[src/hw/rtl/pcm_pkg.sv]
`timescale 1ns / 1ps

package pcm_pkg;

  // Capacity of one patch in pixels (1 to 4096)
  localparam int MAX_SAMPLES = 256;
  localparam int CNT_W       = $clog2(MAX_SAMPLES + 1);
  localparam int BIN_W       = 8;
  localparam int NUM_BINS    = 1 << BIN_W;
  localparam int NUM_CH      = 3;

  typedef struct packed {
    logic [BIN_W-1:0] chan0;
    logic [BIN_W-1:0] chan1;
    logic [BIN_W-1:0] chan2;
    logic             last_pixel;
  } pcm_in_t;

  typedef struct packed {
    logic [BIN_W-1:0] median0;
    logic [BIN_W-1:0] median1;
    logic [BIN_W-1:0] median2;
    logic             patch_empty;
    logic             sample_overflow;
  } pcm_out_t;

  // Controller to datapath
  typedef struct packed {
    logic accept;      // pixel transfer this cycle
    logic clear_sweep; // write zero at sweep address, no walk
    logic walk_sweep;  // read and zero at sweep address, walk
    logic walk_start;  // capture count, restart walk state
    logic load_out;    // load result register
  } pcm_cmd_t;

  // Datapath to controller
  typedef struct packed {
    logic sweep_end;   // sweep address at last bin
  } pcm_sts_t;

endpackage

[src/hw/rtl/pcm_ctrl.sv]
`timescale 1ns / 1ps

module pcm_ctrl (
  input  logic              clk,
  input  logic              rst_n,
  input  logic              in_valid,
  input  logic              in_last,
  output logic              in_ready,
  output logic              out_valid,
  input  logic              out_ready,
  input  pcm_pkg::pcm_sts_t sts,
  output pcm_pkg::pcm_cmd_t cmd
);

  import pcm_pkg::*;

  typedef enum logic [2:0] {
    S_CLEAR,
    S_ACC,
    S_LASTW,
    S_WALK,
    S_DRAIN,
    S_FIN
  } state_t;

  state_t state_r, state_nxt;
  logic   out_valid_r, out_valid_nxt;
  logic   accept;

  assign in_ready = (state_r == S_ACC);
  assign accept   = in_valid & in_ready;

  always_comb begin
    state_nxt       = state_r;
    cmd             = '0;
    cmd.accept      = accept;
    out_valid_nxt   = out_valid_r & ~out_ready;
    unique case (state_r)
      S_CLEAR: begin
        cmd.clear_sweep = 1'b1;
        if (sts.sweep_end) state_nxt = S_ACC;
      end
      S_ACC: begin
        if (accept && in_last) state_nxt = S_LASTW;
      end
      S_LASTW: begin
        cmd.walk_start = 1'b1;
        state_nxt      = S_WALK;
      end
      S_WALK: begin
        cmd.walk_sweep = 1'b1;
        if (sts.sweep_end) state_nxt = S_DRAIN;
      end
      S_DRAIN: begin
        state_nxt = S_FIN;
      end
      S_FIN: begin
        if (!out_valid_r || out_ready) begin
          cmd.load_out  = 1'b1;
          out_valid_nxt = 1'b1;
          state_nxt     = S_ACC;
        end
      end
      default: begin
        state_nxt = S_CLEAR;
      end
    endcase
  end

  always_ff @(posedge clk) begin
    if (!rst_n) begin
      state_r     <= S_CLEAR;
      out_valid_r <= 1'b0;
    end else begin
      state_r     <= state_nxt;
      out_valid_r <= out_valid_nxt;
    end
  end

  assign out_valid = out_valid_r;

endmodule

[config.mk]
export PLATFORM = sky130hd
export DESIGN_NAME = pcm_ctrl
export DESIGN_NICKNAME = d
export VERILOG_FILES = /design/src/hw/rtl/pcm_pkg.sv /design/src/hw/rtl/pcm_ctrl.sv
export SDC_FILE = /design/constraint.sdc
export NUM_CORES = 1
export LEC_CHECK = 0
export BUFFER_PORTS_ARGS = -buffer_cell sky130_fd_sc_hd__buf_4
export CORE_AREA = 5 5 42 44
export DETAILED_ROUTE_END_ITERATION = 10
export DIE_AREA = 0 0 47 49
export SYNTH_ARGS = -nofsm -noshare
export SYNTH_HDL_FRONTEND = slang
export SYNTH_SLANG_ARGS = --single-unit
[constraint.sdc]
create_clock -name clk -period 1.3 [get_ports clk]
set_input_delay 0.065 -clock clk [delete_from_list [all_inputs] [get_ports clk]]
set_output_delay 0.065 -clock clk [all_outputs]
set_load 0.02 [all_outputs]
Word level (Yosys, flattened, before mapping):

Cells that the tools add are included.

* reduce and logical (&&, ||, !) cells: 5
* equal/unequal tests: 9
* mux-type cells: 12
* bitwise gates (word level): 3

Operator list (count)
* one-hot mux 3 bit (6 select lines): 1
* 2-to-1 mux 3 bit: 4
* 2-to-1 mux 1 bit: 7
* equality test 3 x 2 -> 1 bit, second input constant: 2
* equality test 3 bit, second input constant: 2
* inequality test 2 bit, second input constant: 3
* AND reduction 4 bit: 1
* equality test 3 x 1 -> 1 bit, second input constant: 1
* zero test 3 bit: 1
* AND 1 bit: 2
* inequality test 2 x 1 -> 1 bit, second input constant: 1
* logical AND 1 bit: 1
* zero test 1 bit: 1
* logical OR 1 bit: 1
* NOT 1 bit: 1

* output and inout bits: 7
* logic and storage cells: 31
* bits of input ports: 6
* flip-flop bits (word level): 4

Longest topological paths before layout:

* word-level depth: 5
* depth in mapped cells: 4
* gate-level depth less buffers: 3

Least setup slack after synthesis:

OpenSTA, ideal clock, no wires.

* kind: flip-flop to output port
* start: register state_r[0]
* end: output port in_ready
* path buffers: 1
* required time: 1.235 ns
* stages on the path, launching flop included: 4
* setup slack: 0.258 ns
* data arrival time: 0.977 ns
* cells stage by stage: dfxtp_1 > buf_2 > inv_1 > nor3_1

* cells in the longest elaborated chain, start to end: 1

Ends and longest elaborated chain
* start: declaration: RTL line pcm_ctrl.sv:26 `state_t state_r, state_nxt;`
* start signal: assignment: RTL line pcm_ctrl.sv:75 `state_r <= state_nxt;`
* equality test 3 x 1 -> 1 bit: RTL line pcm_ctrl.sv:30 `assign in_ready = (state_r == S_ACC);`
* end: declaration: RTL line pcm_ctrl.sv:8 `output logic in_ready,`

No other way between the ends.

==> results.toml <==
[setup_path]
cp_num_buf_inv = 1
crit_arrival_ps = 1100
crit_chain = "nand3_1 > nor2b_1 > buf_4"
critPathCaptureType = "output port"
slowest_stage = "dfxtp_1"
critPathKind = "reg2out"
cpPeakStageDelay_ps = 450
crit_fanout = 8
crit_family = "flip-flops"
cp-start-kind = "flip-flop"
required_ps = 1240

[clocking]
numCtsBuffers = 3
cts_tree = "yes"
clk_latency_ps = 230
cts_sinks = 4
htree_num_levels = 1
root_buffer = "clkbuf_4"
clk_pin_slew_worst_paths_ps = 30
cts_buffer_depth = 2

[floorplan]
die_width_um = 47
dieArea_um2 = 2300
start_util_pct = 17.0
core_um2 = 1400
chipHeight_um = 49
num_io_pins = 13
rows = 14

[global_route]
gr-total-overflow = 0
grt_usage_pct = 5.07
grt_pass1_vias = 210
grt_pass1_wl_um = 800
grt_max_degree = 12
antenna_found_initial = 0

[finish]
antenna_cells = 0
layout_common_cells = "buf_4 (12), nor2_1 (4), a21oi_1 (4)"
drive_above_1_share_pct = 37.8
final_common_cell = "buf_4"
syn2layout_area_growth_pct = 51.1
final_nets = 53
fin_cells = 61

[drt]
routed_wl_um = 542
drtPass1Iterations = 4
drt-vias-per-instance = 4.18
dr.first_iter.drc_count = 6
wl_per_cell_um = 8.89
drc = 0
ant_nets = 0
via_count = 255

[synthesis]
ys_ff_latch = 4
netlist_top_cells_area = "dfxtp_1 (34%), a21oi_1 (8.4%), nand2b_1 (7.9%)"
synth_area_um2 = 238
syn_nets = 38
synth_top_area_share_pct = 33.7
avgSynthCellArea_um2 = 7.43
synth_cells = 32
synth_top_area_cell = "dfxtp_1"
ys_seq_area_share_pct = 33.7
ys.warnings.count = 0
netlist-cell-type-count = 17

[timing]
holdWs_ps = 65.1
drv_slew = 0
clock.fmax_ghz = 0.862
max_slew_margin_pct = 83.0
finalHoldViolCount = 0
post-route-period-util_pct = 89.3
setup_viol = 0
post-route-min-period_ps = 1160
finClkSkew_ps = 0.822
setup_slack_ps = 139
worst_pin_slew_ps = 254
finalSetupTns_ps = 0
rsz0062_at_grt = "false"

[power_and_ir_drop]
power_uw = 355
powerDensity_nw_per_um2 = 990
power.leakage_nw = 0.156
ir_drop_v = 0.000264

[placed_design]
dp_worst_setup_slack_ps = 308
portBuffers = 12
globalplace.congestion = 0.765
hpwl_um = 442
dp_cells = 58

[job]
drv_cap = 0

[outcome]
status = "finished, final reports clean"

[hold_path]
hold_class = "in2reg"
[cells by family after synthesis]
kind of cell           share of synthesized area (%)
and+or+nand+nor                                 38.9
AOI/OAI and AO/OA                               19.0
DFF                                             33.7
buffers and inverters                           8.42
[layer usage]
layer | track usage [%] | vias up | routed length [µm]
met3 | 3.32 | 0 | 62
met5 | 0 | - | 0
li1 | - | 135 | -
met1 | 5.71 | 113 | 225
met2 | 6.33 | 7 | 253
met4 | 4.15 | 0 | 0
[repair_timing]
item / in CTS / in global routing
buffers inserted: 0 / 0
endpoints found under the setup margin: 0 / 2
hold buffers: 0 / 0
gates resized for setup: 0 / 1
[cell type report]
class,count,area (µm²)
Fill cell,167,1040
Multi-Input combinational cell,24,138
Timing Repair Buffer,12,90.1
Sequential cell,4,81.3
Clock buffer,3,22.5
Tap cell,16,20.0
Inverter,2,7.51
[power by group]
part           total [mW]  internal, mW  switching [mW]
clock network       0.147         0.103          0.0441
logic              0.0692        0.0351          0.0341
registers           0.139         0.129          0.0103
total               0.355         0.267          0.0885
[synthesized netlist by cell type, drive strengths merged]
| cell | count |
|---|---|
| o21a | 1 |
| inv | 2 |
| a21boi | 1 |
| nand2 | 1 |
| o21ai | 2 |
| and4b | 1 |
| nor2 | 4 |
| nand2b | 3 |
| dfxtp | 4 |
| buf | 2 |
| nor3 | 2 |
| nand3 | 2 |
| a21oi | 4 |
| nor3b | 1 |
| nor2b | 1 |
| and3 | 1 |
[final timing paths]
| check | from | endpoint | slack [ps] | depth (start not counted) |
|---|---|---|---|---|
| max | state_r[2] | cmd[0] | 140 | 3 |
| min | rst_n | state_r[2] | 70 | 2 |
| max reg2reg | state_r[1] | state_r[1] | 320 | 3 |
| min reg2reg | out_valid | out_valid | 520 | 2 |
[metrics by stage]
stage | utilization (%) | cell area (µm²)
floorplan | - | 238
global placement | 23.9 | 335
detailed placement | 23.9 | 335
CTS | 25.5 | 358
global route | 25.6 | 359
finish | 25.6 | 359
[flip-flops by register name, indices dropped and copies added (netlist names)]
name and count:
out_valid 1, state_r 3
Power figures use the tool's default switching activity.
